## src/hw/rtl/u2l_pkg.sv

```systemverilog
// Shared types and constants of the UTF-8 to Latin-1 stream decoder.
// Used by the front end, the item queue, the back end and the top level.
// No dependencies.
package u2l_pkg;

  // Class of one incoming byte, decided by the front end
  typedef enum logic [2:0] {
    KIND_ASCII,
    KIND_LEAD2,
    KIND_LEAD3,
    KIND_LEAD4,
    KIND_TRAIL,
    KIND_BAD
  } kind_t;

  // Decoder state of the back end
  typedef enum logic [1:0] {
    MODE_IDLE,
    MODE_COLLECT,
    MODE_INVALID
  } mode_t;

  // Classified item as it travels through the queue
  typedef struct packed {
    kind_t       kind;
    logic [6:0]  data;
    logic        last;
  } entry_t;

  // One result item
  typedef struct packed {
    logic [7:0] ch;
    logic       sub;
    logic       last;
  } res_t;

  // Byte patterns used in classification
  localparam logic [7:0] MASK_TOP1   = 8'h80;
  localparam logic [7:0] MASK_TOP2   = 8'hC0;
  localparam logic [7:0] MASK_TOP3   = 8'hE0;
  localparam logic [7:0] MASK_TOP4   = 8'hF0;
  localparam logic [7:0] MASK_TOP5   = 8'hF8;
  localparam logic [7:0] PAT_TRAIL   = 8'h80;
  localparam logic [7:0] PAT_LEAD2   = 8'hC0;
  localparam logic [7:0] PAT_LEAD3   = 8'hE0;
  localparam logic [7:0] PAT_LEAD4   = 8'hF0;

  // Configuration
  localparam logic [7:0] REPL_RESET  = 8'h3F;
  localparam int unsigned CFG_ADDR_W = 3;
  localparam logic       REG_REPL    = 1'b0;

  // Buffering
  localparam int unsigned QUEUE_DEPTH_DEF = 4;
  localparam int unsigned OUT_DEPTH       = 4;
  localparam int unsigned OUT_PTR_W       = $clog2(OUT_DEPTH);
  localparam int unsigned OUT_CNT_W       = $clog2(OUT_DEPTH + 1);

endpackage

```

## src/hw/rtl/u2l_in_if.sv

```systemverilog
// Input channel of the decoder: one raw UTF-8 byte per item with its string-end flag.
// Valid/ready handshake. No dependencies.
interface u2l_in_if;
  logic       valid;
  logic       ready;
  logic [7:0] in_byte;
  logic       last_in;

  modport source (output valid, output in_byte, output last_in, input ready);
  modport sink   (input valid, input in_byte, input last_in, output ready);
endinterface

```

## src/hw/rtl/u2l_out_if.sv

```systemverilog
// Result channel of the decoder: one Latin-1 byte per item with its flags.
// Valid/ready handshake. No dependencies.
interface u2l_out_if;
  logic       valid;
  logic       ready;
  logic [7:0] out_char;
  logic       substituted;
  logic       last_out;

  modport source (output valid, output out_char, output substituted, output last_out,
                  input ready);
  modport sink   (input valid, input out_char, input substituted, input last_out,
                  output ready);
endinterface

```

## src/hw/rtl/utf8_to_latin1_stream_decoder_top.sv

```systemverilog
// Top level of the UTF-8 to Latin-1 stream decoder: configuration register,
// front end, item queue and back end. Depends on u2l_pkg, u2l_in_if, u2l_out_if,
// u2l_front, u2l_queue and u2l_back.
//
// Usage: bytes of a UTF-8 string enter on in_chan, one per item, with last_in
// set on the final byte of each string. Each decoded sequence leaves on out_chan
// as one Latin-1 byte; substituted marks a replacement and last_out the final
// result of a string. A byte gives zero, one or two results.
// The replacement byte sits in the one register at byte address 0 of the APB
// port; it may only be changed while the decoder is idle.
// The byte that completes a result is registered in the queue and the result in
// the output buffer before it leaves on out_chan.
// Throughput: one byte per cycle while the output buffer has room for two results;
// the second result of a byte that yields two is absorbed by the four-entry buffer.
// Reset clears the decoder state, the queue and the output buffer and sets the
// replacement byte to '?'. When the receiver stalls, the output buffer fills,
// then the queue, and only then does in_chan.ready fall.
module utf8_to_latin1_stream_decoder_top #(
  parameter int unsigned QUEUE_DEPTH = u2l_pkg::QUEUE_DEPTH_DEF  // 2 to 16
) (
  input  logic                           clk,
  input  logic                           rst_n,
  u2l_in_if.sink                         in_chan,
  u2l_out_if.source                      out_chan,
  input  logic                           psel,
  input  logic                           penable,
  input  logic                           pwrite,
  input  logic [u2l_pkg::CFG_ADDR_W-1:0] paddr,
  input  logic [31:0]                    pwdata,
  output logic [31:0]                    prdata,
  output logic                           pready
);
  import u2l_pkg::*;

  logic [7:0] repl_r, repl_nxt;
  logic       q_wr_valid, q_wr_ready, q_rd_valid, q_rd_ready;
  entry_t     q_wr_data, q_rd_data;

  // Configuration register
  assign pready = 1'b1;
  assign prdata = (paddr[2] == REG_REPL) ? {24'd0, repl_r} : 32'd0;

  always_comb begin
    repl_nxt = repl_r;
    if (psel && penable && pwrite && pready && (paddr[2] == REG_REPL)) begin
      repl_nxt = pwdata[7:0];
    end
  end

  always_ff @(posedge clk) begin
    if (!rst_n) begin
      repl_r <= REPL_RESET;
    end else begin
      repl_r <= repl_nxt;
    end
  end

  // Classification
  u2l_front u_front (
    .in_chan    (in_chan),
    .q_wr_valid (q_wr_valid),
    .q_wr_data  (q_wr_data),
    .q_wr_ready (q_wr_ready)
  );

  // Decoupling queue
  u2l_queue #(
    .DEPTH (QUEUE_DEPTH)
  ) u_queue (
    .clk      (clk),
    .rst_n    (rst_n),
    .wr_valid (q_wr_valid),
    .wr_data  (q_wr_data),
    .wr_ready (q_wr_ready),
    .rd_valid (q_rd_valid),
    .rd_data  (q_rd_data),
    .rd_ready (q_rd_ready)
  );

  // Decoding and output buffering
  u2l_back u_back (
    .clk        (clk),
    .rst_n      (rst_n),
    .repl_char  (repl_r),
    .q_rd_valid (q_rd_valid),
    .q_rd_data  (q_rd_data),
    .q_rd_ready (q_rd_ready),
    .out_chan   (out_chan)
  );

endmodule

```

## src/hw/rtl/u2l_front.sv

```systemverilog
// Front end of the decoder: accepts input bytes and classifies them.
// Depends on u2l_pkg and u2l_in_if.
module u2l_front (
  u2l_in_if.sink           in_chan,
  output logic             q_wr_valid,
  output u2l_pkg::entry_t  q_wr_data,
  input  logic             q_wr_ready
);
  import u2l_pkg::*;

  logic [7:0] b;

  assign b = in_chan.in_byte;

  // Handshake passes straight to the queue
  assign q_wr_valid    = in_chan.valid;
  assign in_chan.ready = q_wr_ready;

  // Classify the byte and keep only the payload bits of its class
  always_comb begin
    q_wr_data.last = in_chan.last_in;
    if ((b & MASK_TOP1) == 8'h00) begin
      q_wr_data.kind = KIND_ASCII;
      q_wr_data.data = b[6:0];
    end else if ((b & MASK_TOP2) == PAT_TRAIL) begin
      q_wr_data.kind = KIND_TRAIL;
      q_wr_data.data = {1'b0, b[5:0]};
    end else if ((b & MASK_TOP3) == PAT_LEAD2) begin
      q_wr_data.kind = KIND_LEAD2;
      q_wr_data.data = {2'b00, b[4:0]};
    end else if ((b & MASK_TOP4) == PAT_LEAD3) begin
      q_wr_data.kind = KIND_LEAD3;
      q_wr_data.data = {3'b000, b[3:0]};
    end else if ((b & MASK_TOP5) == PAT_LEAD4) begin
      q_wr_data.kind = KIND_LEAD4;
      q_wr_data.data = {4'b0000, b[2:0]};
    end else begin
      q_wr_data.kind = KIND_BAD;
      q_wr_data.data = 7'd0;
    end
  end

endmodule

```

## src/hw/rtl/u2l_queue.sv

```systemverilog
// Short register FIFO that decouples the front end from the back end.
// Depends on u2l_pkg for the entry type.
module u2l_queue #(
  parameter int unsigned DEPTH = u2l_pkg::QUEUE_DEPTH_DEF  // 2 to 16 entries
) (
  input  logic             clk,
  input  logic             rst_n,
  input  logic             wr_valid,
  input  u2l_pkg::entry_t  wr_data,
  output logic             wr_ready,
  output logic             rd_valid,
  output u2l_pkg::entry_t  rd_data,
  input  logic             rd_ready
);
  import u2l_pkg::*;

  localparam int unsigned PTR_W = (DEPTH > 1) ? $clog2(DEPTH) : 1;
  localparam int unsigned CNT_W = $clog2(DEPTH + 1);

  entry_t             mem_r [DEPTH];
  logic [PTR_W-1:0]   wr_ptr_r, wr_ptr_nxt;
  logic [PTR_W-1:0]   rd_ptr_r, rd_ptr_nxt;
  logic [CNT_W-1:0]   cnt_r, cnt_nxt;
  logic               push, pop;

  assign wr_ready = (cnt_r != CNT_W'(DEPTH));
  assign rd_valid = (cnt_r != '0);
  assign rd_data  = mem_r[rd_ptr_r];
  assign push     = wr_valid && wr_ready;
  assign pop      = rd_valid && rd_ready;

  // Pointer and fill count update
  always_comb begin
    wr_ptr_nxt = wr_ptr_r;
    rd_ptr_nxt = rd_ptr_r;
    cnt_nxt    = cnt_r;
    if (push) begin
      wr_ptr_nxt = (wr_ptr_r == PTR_W'(DEPTH - 1)) ? '0 : wr_ptr_r + 1'b1;
    end
    if (pop) begin
      rd_ptr_nxt = (rd_ptr_r == PTR_W'(DEPTH - 1)) ? '0 : rd_ptr_r + 1'b1;
    end
    if (push && !pop) begin
      cnt_nxt = cnt_r + 1'b1;
    end else if (pop && !push) begin
      cnt_nxt = cnt_r - 1'b1;
    end
  end

  always_ff @(posedge clk) begin
    if (!rst_n) begin
      wr_ptr_r <= '0;
      rd_ptr_r <= '0;
      cnt_r    <= '0;
    end else begin
      wr_ptr_r <= wr_ptr_nxt;
      rd_ptr_r <= rd_ptr_nxt;
      cnt_r    <= cnt_nxt;
    end
  end

  // Storage needs no reset
  always_ff @(posedge clk) begin
    if (push) begin
      mem_r[wr_ptr_r] <= wr_data;
    end
  end

endmodule

```

## src/hw/rtl/u2l_back.sv

```systemverilog
// Back end of the decoder: runs the UTF-8 state machine on classified items and
// buffers up to two results per item. Depends on u2l_pkg and u2l_out_if.
module u2l_back (
  input  logic             clk,
  input  logic             rst_n,
  input  logic [7:0]       repl_char,
  input  logic             q_rd_valid,
  input  u2l_pkg::entry_t  q_rd_data,
  output logic             q_rd_ready,
  u2l_out_if.source        out_chan
);
  import u2l_pkg::*;

  // Outcome of handling a byte as if the decoder were idle
  typedef struct packed {
    logic        emit;
    res_t        res;
    mode_t       mode;
    logic [1:0]  rem;
    logic [20:0] acc;
  } start_t;

  function automatic start_t start_byte(entry_t e, logic [7:0] rep);
    start_t s;
    s.emit = 1'b0;
    s.res  = '{ch: rep, sub: 1'b1, last: 1'b1};
    s.mode = MODE_IDLE;
    s.rem  = 2'd0;
    s.acc  = 21'd0;
    case (e.kind)
      KIND_ASCII: begin
        s.emit = 1'b1;
        s.res  = '{ch: {1'b0, e.data}, sub: 1'b0, last: e.last};
      end
      KIND_LEAD2, KIND_LEAD3, KIND_LEAD4: begin
        if (e.last) begin
          s.emit = 1'b1;
        end else begin
          s.mode = MODE_COLLECT;
          s.acc  = {14'd0, e.data};
          s.rem  = (e.kind == KIND_LEAD2) ? 2'd1 :
                   (e.kind == KIND_LEAD3) ? 2'd2 : 2'd3;
        end
      end
      default: begin
        // Stray trailing byte or invalid lead byte opens an invalid group, or at string end gives a replacement
        if (e.last) begin
          s.emit = 1'b1;
        end else begin
          s.mode = MODE_INVALID;
        end
      end
    endcase
    return s;
  endfunction

  mode_t               mode_r, mode_nxt;
  logic [1:0]          rem_r, rem_nxt;
  logic [20:0]         acc_r, acc_nxt;
  res_t                obuf_r [OUT_DEPTH];
  logic [OUT_PTR_W-1:0] ob_wr_r, ob_wr_nxt, ob_rd_r, ob_rd_nxt;
  logic [OUT_CNT_W-1:0] ob_cnt_r, ob_cnt_nxt;
  logic                take, pop, is_trail;
  logic [1:0]          n_res;
  res_t                res0, res1;
  start_t              st;
  logic [20:0]         acc_sh;
  logic [1:0]          rem_dec;

  // An item is taken only when the output buffer has room for two results
  assign q_rd_ready = (ob_cnt_r <= OUT_CNT_W'(OUT_DEPTH - 2));
  assign take       = q_rd_valid && q_rd_ready;
  assign is_trail   = (q_rd_data.kind == KIND_TRAIL);
  assign acc_sh     = {acc_r[14:0], q_rd_data.data[5:0]};
  assign rem_dec    = rem_r - 2'd1;
  assign st         = start_byte(q_rd_data, repl_char);

  // Decoder next state and results of the item at the queue head
  always_comb begin
    mode_nxt = mode_r;
    rem_nxt  = rem_r;
    acc_nxt  = acc_r;
    n_res    = 2'd0;
    res0     = st.res;
    res1     = st.res;
    case (mode_r)
      MODE_COLLECT: begin
        if (is_trail) begin
          if (rem_dec == 2'd0) begin
            mode_nxt = MODE_IDLE;
            rem_nxt  = 2'd0;
            acc_nxt  = 21'd0;
            n_res    = 2'd1;
            if (acc_sh[20:8] == 13'd0) begin
              res0 = '{ch: acc_sh[7:0], sub: 1'b0, last: q_rd_data.last};
            end else begin
              res0 = '{ch: repl_char, sub: 1'b1, last: q_rd_data.last};
            end
          end else if (q_rd_data.last) begin
            mode_nxt = MODE_IDLE;
            rem_nxt  = 2'd0;
            acc_nxt  = 21'd0;
            n_res    = 2'd1;
            res0     = '{ch: repl_char, sub: 1'b1, last: 1'b1};
          end else begin
            rem_nxt = rem_dec;
            acc_nxt = acc_sh;
          end
        end else begin
          // Broken sequence: replacement first, then the byte as if idle
          mode_nxt = st.mode;
          rem_nxt  = st.rem;
          acc_nxt  = st.acc;
          n_res    = st.emit ? 2'd2 : 2'd1;
          res0     = '{ch: repl_char, sub: 1'b1, last: 1'b0};
        end
      end
      MODE_INVALID: begin
        if (is_trail) begin
          if (q_rd_data.last) begin
            mode_nxt = MODE_IDLE;
            n_res    = 2'd1;
            res0     = '{ch: repl_char, sub: 1'b1, last: 1'b1};
          end
        end else begin
          mode_nxt = st.mode;
          rem_nxt  = st.rem;
          acc_nxt  = st.acc;
          n_res    = st.emit ? 2'd2 : 2'd1;
          res0     = '{ch: repl_char, sub: 1'b1, last: 1'b0};
        end
      end
      default: begin
        mode_nxt = st.mode;
        rem_nxt  = st.rem;
        acc_nxt  = st.acc;
        n_res    = st.emit ? 2'd1 : 2'd0;
      end
    endcase
    if (!take) begin
      mode_nxt = mode_r;
      rem_nxt  = rem_r;
      acc_nxt  = acc_r;
      n_res    = 2'd0;
    end
  end

  always_ff @(posedge clk) begin
    if (!rst_n) begin
      mode_r <= MODE_IDLE;
      rem_r  <= 2'd0;
      acc_r  <= 21'd0;
    end else begin
      mode_r <= mode_nxt;
      rem_r  <= rem_nxt;
      acc_r  <= acc_nxt;
    end
  end

  // Output buffer: up to two writes and one read per cycle
  assign pop               = out_chan.valid && out_chan.ready;
  assign out_chan.valid    = (ob_cnt_r != '0);
  assign out_chan.out_char    = obuf_r[ob_rd_r].ch;
  assign out_chan.substituted = obuf_r[ob_rd_r].sub;
  assign out_chan.last_out    = obuf_r[ob_rd_r].last;

  always_comb begin
    ob_wr_nxt  = ob_wr_r + OUT_PTR_W'(n_res);
    ob_rd_nxt  = pop ? ob_rd_r + 1'b1 : ob_rd_r;
    ob_cnt_nxt = ob_cnt_r + OUT_CNT_W'(n_res) - OUT_CNT_W'(pop);
  end

  always_ff @(posedge clk) begin
    if (!rst_n) begin
      ob_wr_r  <= '0;
      ob_rd_r  <= '0;
      ob_cnt_r <= '0;
    end else begin
      ob_wr_r  <= ob_wr_nxt;
      ob_rd_r  <= ob_rd_nxt;
      ob_cnt_r <= ob_cnt_nxt;
    end
  end

  always_ff @(posedge clk) begin
    if (n_res != 2'd0) begin
      obuf_r[ob_wr_r] <= res0;
    end
    if (n_res == 2'd2) begin
      obuf_r[ob_wr_r + 1'b1] <= res1;
    end
  end

`ifndef SYNTHESIS
  // The buffer never overfills
  a_obuf_bound: assert property (@(posedge clk) disable iff (!rst_n)
    ob_cnt_r <= OUT_CNT_W'(OUT_DEPTH))
    else $error("output buffer overflow");

  // Collecting always expects at least one more trailing byte
  a_collect_rem: assert property (@(posedge clk) disable iff (!rst_n)
    (mode_r == MODE_COLLECT) |-> (rem_r != 2'd0))
    else $error("collecting with no bytes remaining");

  // Outside a sequence the accumulator and count are clear
  a_idle_clear: assert property (@(posedge clk) disable iff (!rst_n)
    (mode_r != MODE_COLLECT) |-> (acc_r == 21'd0 && rem_r == 2'd0))
    else $error("stale accumulator outside a sequence");

  // A taken item that emits leaves the buffer non-empty next cycle
  a_emit_shows: assert property (@(posedge clk) disable iff (!rst_n)
    (n_res != 2'd0) |=> out_chan.valid)
    else $error("result written but not shown");
`endif

endmodule
```

## src/flat_wrapper.sv

```systemverilog
// flat-port wrapper written by rule: the top's interface ports become plain ports
module utf8_to_latin1_stream_decoder_top_flat import u2l_pkg::*;
#(
  parameter int unsigned QUEUE_DEPTH = u2l_pkg::QUEUE_DEPTH_DEF            
)
  (clk, rst_n, psel, penable, pwrite, paddr, pwdata, prdata, pready, in_chan_valid, in_chan_in_byte, in_chan_last_in, in_chan_ready, out_chan_valid, out_chan_out_char, out_chan_substituted, out_chan_last_out, out_chan_ready);
  u2l_in_if in_chan_i ();
  u2l_out_if out_chan_i ();
  input  logic clk;
  input  logic rst_n;
  input  logic psel;
  input  logic penable;
  input  logic pwrite;
  input  logic [u2l_pkg::CFG_ADDR_W-1:0] paddr;
  input  logic [31:0] pwdata;
  output logic [31:0] prdata;
  output logic pready;
  input wire logic [$bits(in_chan_i.valid)-1:0] in_chan_valid;
  input wire logic [$bits(in_chan_i.in_byte)-1:0] in_chan_in_byte;
  input wire logic [$bits(in_chan_i.last_in)-1:0] in_chan_last_in;
  output wire logic [$bits(in_chan_i.ready)-1:0] in_chan_ready;
  output wire logic [$bits(out_chan_i.valid)-1:0] out_chan_valid;
  output wire logic [$bits(out_chan_i.out_char)-1:0] out_chan_out_char;
  output wire logic [$bits(out_chan_i.substituted)-1:0] out_chan_substituted;
  output wire logic [$bits(out_chan_i.last_out)-1:0] out_chan_last_out;
  input wire logic [$bits(out_chan_i.ready)-1:0] out_chan_ready;
  assign in_chan_i.valid = in_chan_valid;
  assign in_chan_i.in_byte = in_chan_in_byte;
  assign in_chan_i.last_in = in_chan_last_in;
  assign in_chan_ready = in_chan_i.ready;
  assign out_chan_valid = out_chan_i.valid;
  assign out_chan_out_char = out_chan_i.out_char;
  assign out_chan_substituted = out_chan_i.substituted;
  assign out_chan_last_out = out_chan_i.last_out;
  assign out_chan_i.ready = out_chan_ready;
  utf8_to_latin1_stream_decoder_top #(.QUEUE_DEPTH(QUEUE_DEPTH)) u_core (.clk(clk), .rst_n(rst_n), .in_chan(in_chan_i), .out_chan(out_chan_i), .psel(psel), .penable(penable), .pwrite(pwrite), .paddr(paddr), .pwdata(pwdata), .prdata(prdata), .pready(pready));
endmodule
```

## config.mk

```make
export PLATFORM = sky130hd
export DESIGN_NAME = utf8_to_latin1_stream_decoder_top_flat
export DESIGN_NICKNAME = d
export VERILOG_FILES = /design/src/hw/rtl/u2l_pkg.sv /design/src/hw/rtl/u2l_in_if.sv /design/src/hw/rtl/u2l_out_if.sv /design/src/hw/rtl/utf8_to_latin1_stream_decoder_top.sv /design/src/hw/rtl/u2l_front.sv /design/src/hw/rtl/u2l_queue.sv /design/src/hw/rtl/u2l_back.sv /design/src/flat_wrapper.sv
export SDC_FILE = /design/constraint.sdc
export NUM_CORES = 1
export LEC_CHECK = 0
export BUFFER_PORTS_ARGS = -buffer_cell sky130_fd_sc_hd__buf_2
export CAP_MARGIN = 20
export CORE_MARGIN = 4
export CORE_UTILIZATION = 40
export DETAILED_ROUTE_END_ITERATION = 6
export GPL_TIMING_DRIVEN = 1
export PLACE_DENSITY = 0.59
export SKIP_CTS_REPAIR_TIMING = 1
export SKIP_LAST_GASP = 1
export SLEW_MARGIN = 20
export SYNTH_ARGS = -nofsm -noshare
export SYNTH_HDL_FRONTEND = slang
export SYNTH_SLANG_ARGS = --single-unit
```

## constraint.sdc

```tcl
create_clock -name clk -period 5 [get_ports clk]
set_clock_uncertainty 0.2 [all_clocks]
set_input_delay 0 -clock clk [delete_from_list [all_inputs] [get_ports clk]]
set_output_delay 0 -clock clk [all_outputs]
set_load 0.1 [all_outputs]
```

==> flow_metrics.tcl, run 1 <==
set metrics [dict create \
    status "finished with violations" \
    violations "negative hold slack" \
    synth.distinct_cells 57 \
    fp.dieH_um 135 \
    synthSimpleGateAreaFrac 0.121 \
    grt_overflow 0 \
    ant_nets 0 \
    cp_top_family "simple AND/OR/NAND/NOR gates" \
    path_clk_slew_ps 50 \
    combPwrFrac 0.436 \
    synth_compound_area_frac 0.108 \
    nNetsFinal 645 \
    viasPerCell 5.06 \
    netlist_area_mm2 0.00648 \
    dr.pass1.iters 4 \
    async_reset_ff_frac 0 \
    clock.fmax_mhz 250 \
    finalHoldViolations 15 \
    dp_hpwl_mm 8.79 \
    crit_slowest_cell "dfxtp_1" \
    drtIter0Drc 245 \
    die_x_um 135 \
    fin_crit_ps 4010 \
    synth_adder_area_share 0.0313 \
    grt_pass1_wl_mm 20.6 \
    seq_area_frac_synth 0.528 \
    path_buf_inv 2 \
    antenna_found_initial 0 \
    crit_type "reg -> reg" \
    drive_above_1_share 0.193 \
    drc 0 \
    finalPower_mw 4.90 \
    netSwitchingPower_mw 2.02 \
    synth_xor_area_frac 0.0108 \
    synth_edf_count 84 \
    critPathMostFrequentCell "inv_1" \
    timing.final.crit_share 0.801 \
    routed_wl_mm 13.0 \
    final_common_cell "edfxtp_1" \
    ys.flop_type "edfxtp_1" \
    num_antenna_cells 0 \
    pre_cts_slack_ps 944 \
    yosys_warnings 0 \
    power_density_mw_per_mm2 638 \
    ys_ff_latch 129 \
    hold_class "in -> reg" \
    synth_top_family_by_area "multiplexers" \
    critPathArrivalTime_ps 4110 \
    clock_insertion_delay_worst_skew_ps 410 \
    max-slew-margin-rel 0.356 \
    first_global_vias 3978 \
    required_ps 5100 \
    cts_tree "yes" \
    internal_power_mw 2.88 \
    avgSynthCellArea_um2 12.8 \
    leakagePower_nw 2.72 \
    place.gp.congestion 0.766 \
    syn_inst 507 \
    max_stage_delay_ps 760 \
    cts_buffers 17 \
    path_max_fanout 11 \
    cts_max_level 4 \
    port_buffers 44 \
    switching_share 0.412 \
    rsz0062_at_grt "no" \
    core_mm2 0.0159 \
    area_growth_pct 18.4 \
    cts_sinks 129 \
    layout_common_cells "edfxtp_1, dfxtp_1, buf_2, mux2i_1, nand2_1" \
    grt_max_degree 44 \
    die_area_mm2 0.0183 \
    vias 4085 \
    wl_per_cell_um 16.1 \
    finalMaxSlewViolations 0 \
    crit_chain "mux4_2 -> o21ba_2 -> nor4_4 -> inv_1 -> ha_1 -> inv_1 -> fa_1 -> xnor2_1 -> and2_1" \
    grt_use_total 0.146 \
    root_buffer "clkbuf_16" \
    sequentialPowerShare 0.312 \
    clkPwrFrac 0.252 \
    cts_buffer_depth 2 \
    io_pins 96 \
    setup_tns_ps 0 \
    irDropWorstVdd_uv 335 \
    setup_viol 0 \
    max_slew.worst_pin.slew_ps 961 \
    setup_ws_ps 995 \
    placementRows 46 \
    end_kind "flip-flop" \
    synthMuxAreaShare 0.142 \
    start_util 0.408 \
    maxCapViolCount 0 \
    timing.hold.ws_ps -12.9 \
    start_kind "flip-flop" \
]
## kinds of logic after synthesis
| family | Yosys count |
|---|---|
| AND/OR/NAND/NOR | 137 |
| flip-flops | 129 |
| AO/OA/AOI/OAI | 86 |
| buffers and inverters | 67 |
| multiplexers | 63 |
| adder cells (fa/ha/maj) | 15 |
| XOR/XNOR | 8 |
| other | 2 |
## per-stage QoR
step | std cells | utilization | instance area, um^2 | hold slack [ps]
detailed placement | 746 | 0.427 | 6790 | 16.2
floorplan | 530 | - | 6570 | -101
global route | 808 | 0.484 | 7680 | 7.63
CTS | 778 | 0.465 | 7380 | -428
global placement | 746 | 0.427 | 6790 | 15.3
finish | 808 | 0.484 | 7680 | -12.9
## worst reg2reg max path: cells and delay by family, from the launching register on
family / cells / cell delay, ps
xor+xnor: 1 / 130
fa+ha+maj: 2 / 740
buf+inv: 2 / 190
flops: 1 / 760
mux: 1 / 690
simple gates: 2 / 900
compound gates: 1 / 290
## metal layers
| metal | track usage | vias up | share of wire |
|---|---|---|---|
| met2 | 0.247 | 66 | 0.53 |
| met5 | 0 | - | 0 |
| met3 | 0.0368 | 7 | 0.029 |
| met4 | 0.0504 | 0 | 0.0063 |
| li1 | - | 1988 | - |
| met1 | 0.182 | 2024 | 0.44 |
## flip-flops by register name, summed over array words and instances (netlist names), named ones only
| signal | count |
|---|---|
| u_core.u_queue.mem_r | 44 |
| u_core.u_back.obuf_r | 40 |
| u_core.u_back.acc_r | 15 |
| u_core.repl_r | 8 |
| u_core.u_back.ob_cnt_r | 3 |
| u_core.u_queue.cnt_r | 3 |
| u_core.u_back.mode_r | 2 |
| u_core.u_back.ob_rd_r | 2 |
| u_core.u_back.ob_wr_r | 2 |
| u_core.u_back.rem_r | 2 |
| u_core.u_queue.rd_ptr_r | 2 |
| u_core.u_queue.wr_ptr_r | 2 |
## final timing paths
check,end,slack [ps],from,cells after the start
worst min-delay path,u_core.u_queue.cnt_r[2],-10,rst_n,2
worst min register to register,u_core.u_back.rem_r[1],250,u_core.u_back.rem_r[1],2
worst max-delay path,u_core.u_back.ob_cnt_r[2],990,flip-flop,9
worst max register to register,u_core.u_back.ob_cnt_r[2],990,flip-flop,9
## synth_stat cells (all sizes together), types with 7 or more instances
cell type	number	share of area
edfxtp	84	0.39
dfxtp	45	0.14
mux2i	42	0.065
nand2	37	0.021
buf	32	0.038
nor2b	27	0.026
and2	24	0.023
mux4	21	0.077
inv	19	0.011
a21oi	18	0.019
clkbuf	16	0.0093
o21ai	16	0.012
ha	13	0.025
nand3	11	0.0085
nor2	11	0.0064
a22oi	9	0.010
a311oi	9	0.020
a21boi	7	0.0081
a32o	7	0.011
## final cells by class
class | count | area [um^2]
Sequential cell | 129 | 3420
Clock buffer | 18 | 429
Tap cell | 216 | 270
Fill cell | 1439 | 8200
Multi-Input combinational cell | 334 | 2770
Inverter | 19 | 71.3
Timing Repair Buffer | 78 | 551
Clock inverter | 14 | 165
## power by group through the flow
stage / combinational (mW) / sequential, mW / clock, mW
5_1_grt: 2.31 / 1.56 / 1.31
4_1_cts: 2.13 / 1.54 / 1.26
3_5_place_dp: 2.13 / 1.56 / 0
6_report: 2.14 / 1.53 / 1.24
3_3_place_gp: 2.09 / 1.55 / 0
2_1_floorplan: 1.84 / 1.47 / 0
No activity file was read; power rests on OpenSTA's default activity.
==> run 2: changes to the inputs <==
--- a/config.mk
+++ b/config.mk
@@ -11,7 +11,7 @@
 export CORE_UTILIZATION = 40
 export DETAILED_ROUTE_END_ITERATION = 6
 export GPL_TIMING_DRIVEN = 1
-export PLACE_DENSITY = 0.59
+export PLACE_DENSITY = 0.62
 export SKIP_CTS_REPAIR_TIMING = 1
 export SKIP_LAST_GASP = 1
 export SLEW_MARGIN = 20
==> constraint.sdc (replaced) <==
create_clock -name clk -period 3.3 [get_ports clk]
set_clock_uncertainty 0.2 [all_clocks]
set_input_delay 0 -clock clk [delete_from_list [all_inputs] [get_ports clk]]
set_output_delay 0 -clock clk [all_outputs]
set_load 0.1 [all_outputs]
==> flow_metrics.tcl, run 2 (same netlist as run 1, synthesis figures left out) <==
set metrics [dict create \
    finalCoreUtilization 0.498 \
    dr.pass1.iters 5 \
    path_max_fanout 5 \
    sequentialPowerShare 0.294 \
    io_pins 96 \
    path_buf_inv 5 \
    fin_crit_ps 3080 \
    hold_class "in -> reg" \
    nNetsFinal 663 \
    crit_chain "inv_1 -> ha_1 -> buf_4 -> inv_1 -> o21ai_0 -> nor4_4 -> inv_1 -> ha_1 -> inv_1 -> fa_1 -> xnor2_1 -> and2_1" \
    die_x_um 135 \
    critPathArrivalTime_ps 3190 \
    design_area_mm2 0.00791 \
    clock.fmax_mhz 325 \
    vias 4200 \
    final_common_cell "edfxtp_1" \
    cts_sinks 129 \
    drc 0 \
    largest_reg_flops 44 \
    wl_per_cell_um 16.3 \
    root_buffer "clkbuf_16" \
    holdPathStages 4 \
    netSwitchingPower_mw 3.10 \
    crit_slowest_cell "fa_1" \
    ant_nets 0 \
    finalHoldViolations 0 \
    clock_insertion_delay_worst_skew_ps 420 \
    setup_tns_ps 0 \
    max-slew-margin-rel 0.526 \
    critPathMostFrequentCell "inv_1" \
    cts_max_level 4 \
    internal_power_mw 4.71 \
    timing.final.crit_share 0.932 \
    status "complete, no violations" \
    largest-register "u_core.u_queue.mem_r" \
    irDropWorstVdd_uv 590 \
    finalMaxSlewViolations 0 \
    start_util 0.408 \
    core_mm2 0.0159 \
    end_kind "flip-flop" \
    required_ps 3410 \
    setup_viol 0 \
    grt_max_degree 44 \
    port_buffers 44 \
    viasPerCell 5.08 \
    clkPwrFrac 0.269 \
    timing.hold.ws_ps 35.7 \
    start_kind "flip-flop" \
    cp_top_family "adder cells" \
    routed_wl_mm 13.5 \
    area_growth_pct 22.0 \
    switching_share 0.397 \
    power_density_mw_per_mm2 987 \
    grt_pass1_wl_mm 20.9 \
    drive_above_1_share 0.220 \
    place.gp.congestion 0.781 \
    num_antenna_cells 0 \
    dp_hpwl_mm 9.18 \
    layout_common_cells "edfxtp_1, dfxtp_1, buf_2, mux2i_1, nand2_1" \
    antenna_found_initial 0 \
    placed_cells 760 \
    grt_use_total 0.147 \
    cts_buffer_depth 2 \
    max_slew.worst_pin.slew_ps 709 \
    dpl_cell_area_mm2 0.00690 \
    first_global_vias 3956 \
    path_clk_slew_ps 60 \
    leakagePower_nw 2.84 \
    maxCapViolCount 0 \
    die_area_mm2 0.0183 \
    cts_buffers 17 \
    top_regs "u_core.u_queue.mem_r: 44 flops, u_core.u_back.obuf_r: 40 flops, u_core.u_back.acc_r: 15 flops" \
    crit_cells 12 \
    drtIter0Drc 269 \
    finalNonFillerCells 826 \
    grt_overflow 0 \
    placementRows 46 \
    rsz0062_at_grt "no" \
    crit_type "reg -> reg" \
    r2r_cells 12 \
    fp.dieH_um 135 \
    combPwrFrac 0.437 \
    cts_tree "yes" \
    max_stage_delay_ps 430 \
]
==> run 2: changes by cell type in the layout (fill, tap and decap cells not counted), sizes merged <==
cell	before	now
buf	48	62
bufinv	3	6
clkbuf	18	17
clkinv	8	5
clkinvlp	2	3
dlygate4sd3	30	34
==> run 2: final cells by class <==
| class | instances | area (um^2) |
|---|---|---|
| Fill cell | 1423 | 7970 |
| Clock inverter | 15 | 239 |
| Tap cell | 216 | 270 |
| Timing Repair Buffer | 96 | 696 |
| Clock buffer | 17 | 425 |
| Sequential cell | 129 | 3430 |
| Multi-Input combinational cell | 334 | 2780 |
| Inverter | 19 | 71.3 |
==> run 2: metrics by stage <==
stage / total power [mW] / setup WS (ps)
floorplan: 5.03 / 30.3
global placement: 5.64 / 94.9
detailed placement: 5.73 / 12.4
CTS: 7.85 / -6.30
global route: 8.23 / 23.2
finish: 7.81 / 223
==> run 2: routing by layer <==
metal  track usage  routed length [um]  vias up
met5             0                   0        -
met2         0.240                6990       87
met1         0.188                5820     2076
met4        0.0476                 117        0
met3        0.0431                 538        9
li1              -                   -     2028
==> run 2: worst register-to-register path, cell delays in order (launching register included) <==
cell and delay, ps:
dfxtp_1 390, inv_1 60, ha_1 330, buf_4 190
inv_1 100, o21ai_0 200, nor4_4 370, inv_1 100
ha_1 290, inv_1 50, fa_1 430, xnor2_1 130
and2_1 150
==> run 2: worst paths after layout <==
path / from / to / slack (ps)
worst min register to register: u_core.u_back.rem_r[1] / u_core.u_back.rem_r[1] / 270
worst min-delay path: pwrite / u_core.repl_r[7] / 40
worst max-delay path: u_core.u_back.mode_r[0] / u_core.u_back.ob_cnt_r[2] / 220
worst max register to register: u_core.u_back.mode_r[0] / u_core.u_back.ob_cnt_r[2] / 220
==> run 2: power by group through the flow <==
stage | logic, mW | registers [mW] | clock network, mW
5_1_grt | 3.69 | 2.34 | 2.20
6_report | 3.42 | 2.30 | 2.10
4_1_cts | 3.42 | 2.30 | 2.13
3_5_place_dp | 3.40 | 2.33 | 0
2_1_floorplan | 2.80 | 2.23 | 0
3_3_place_gp | 3.32 | 2.31 | 0
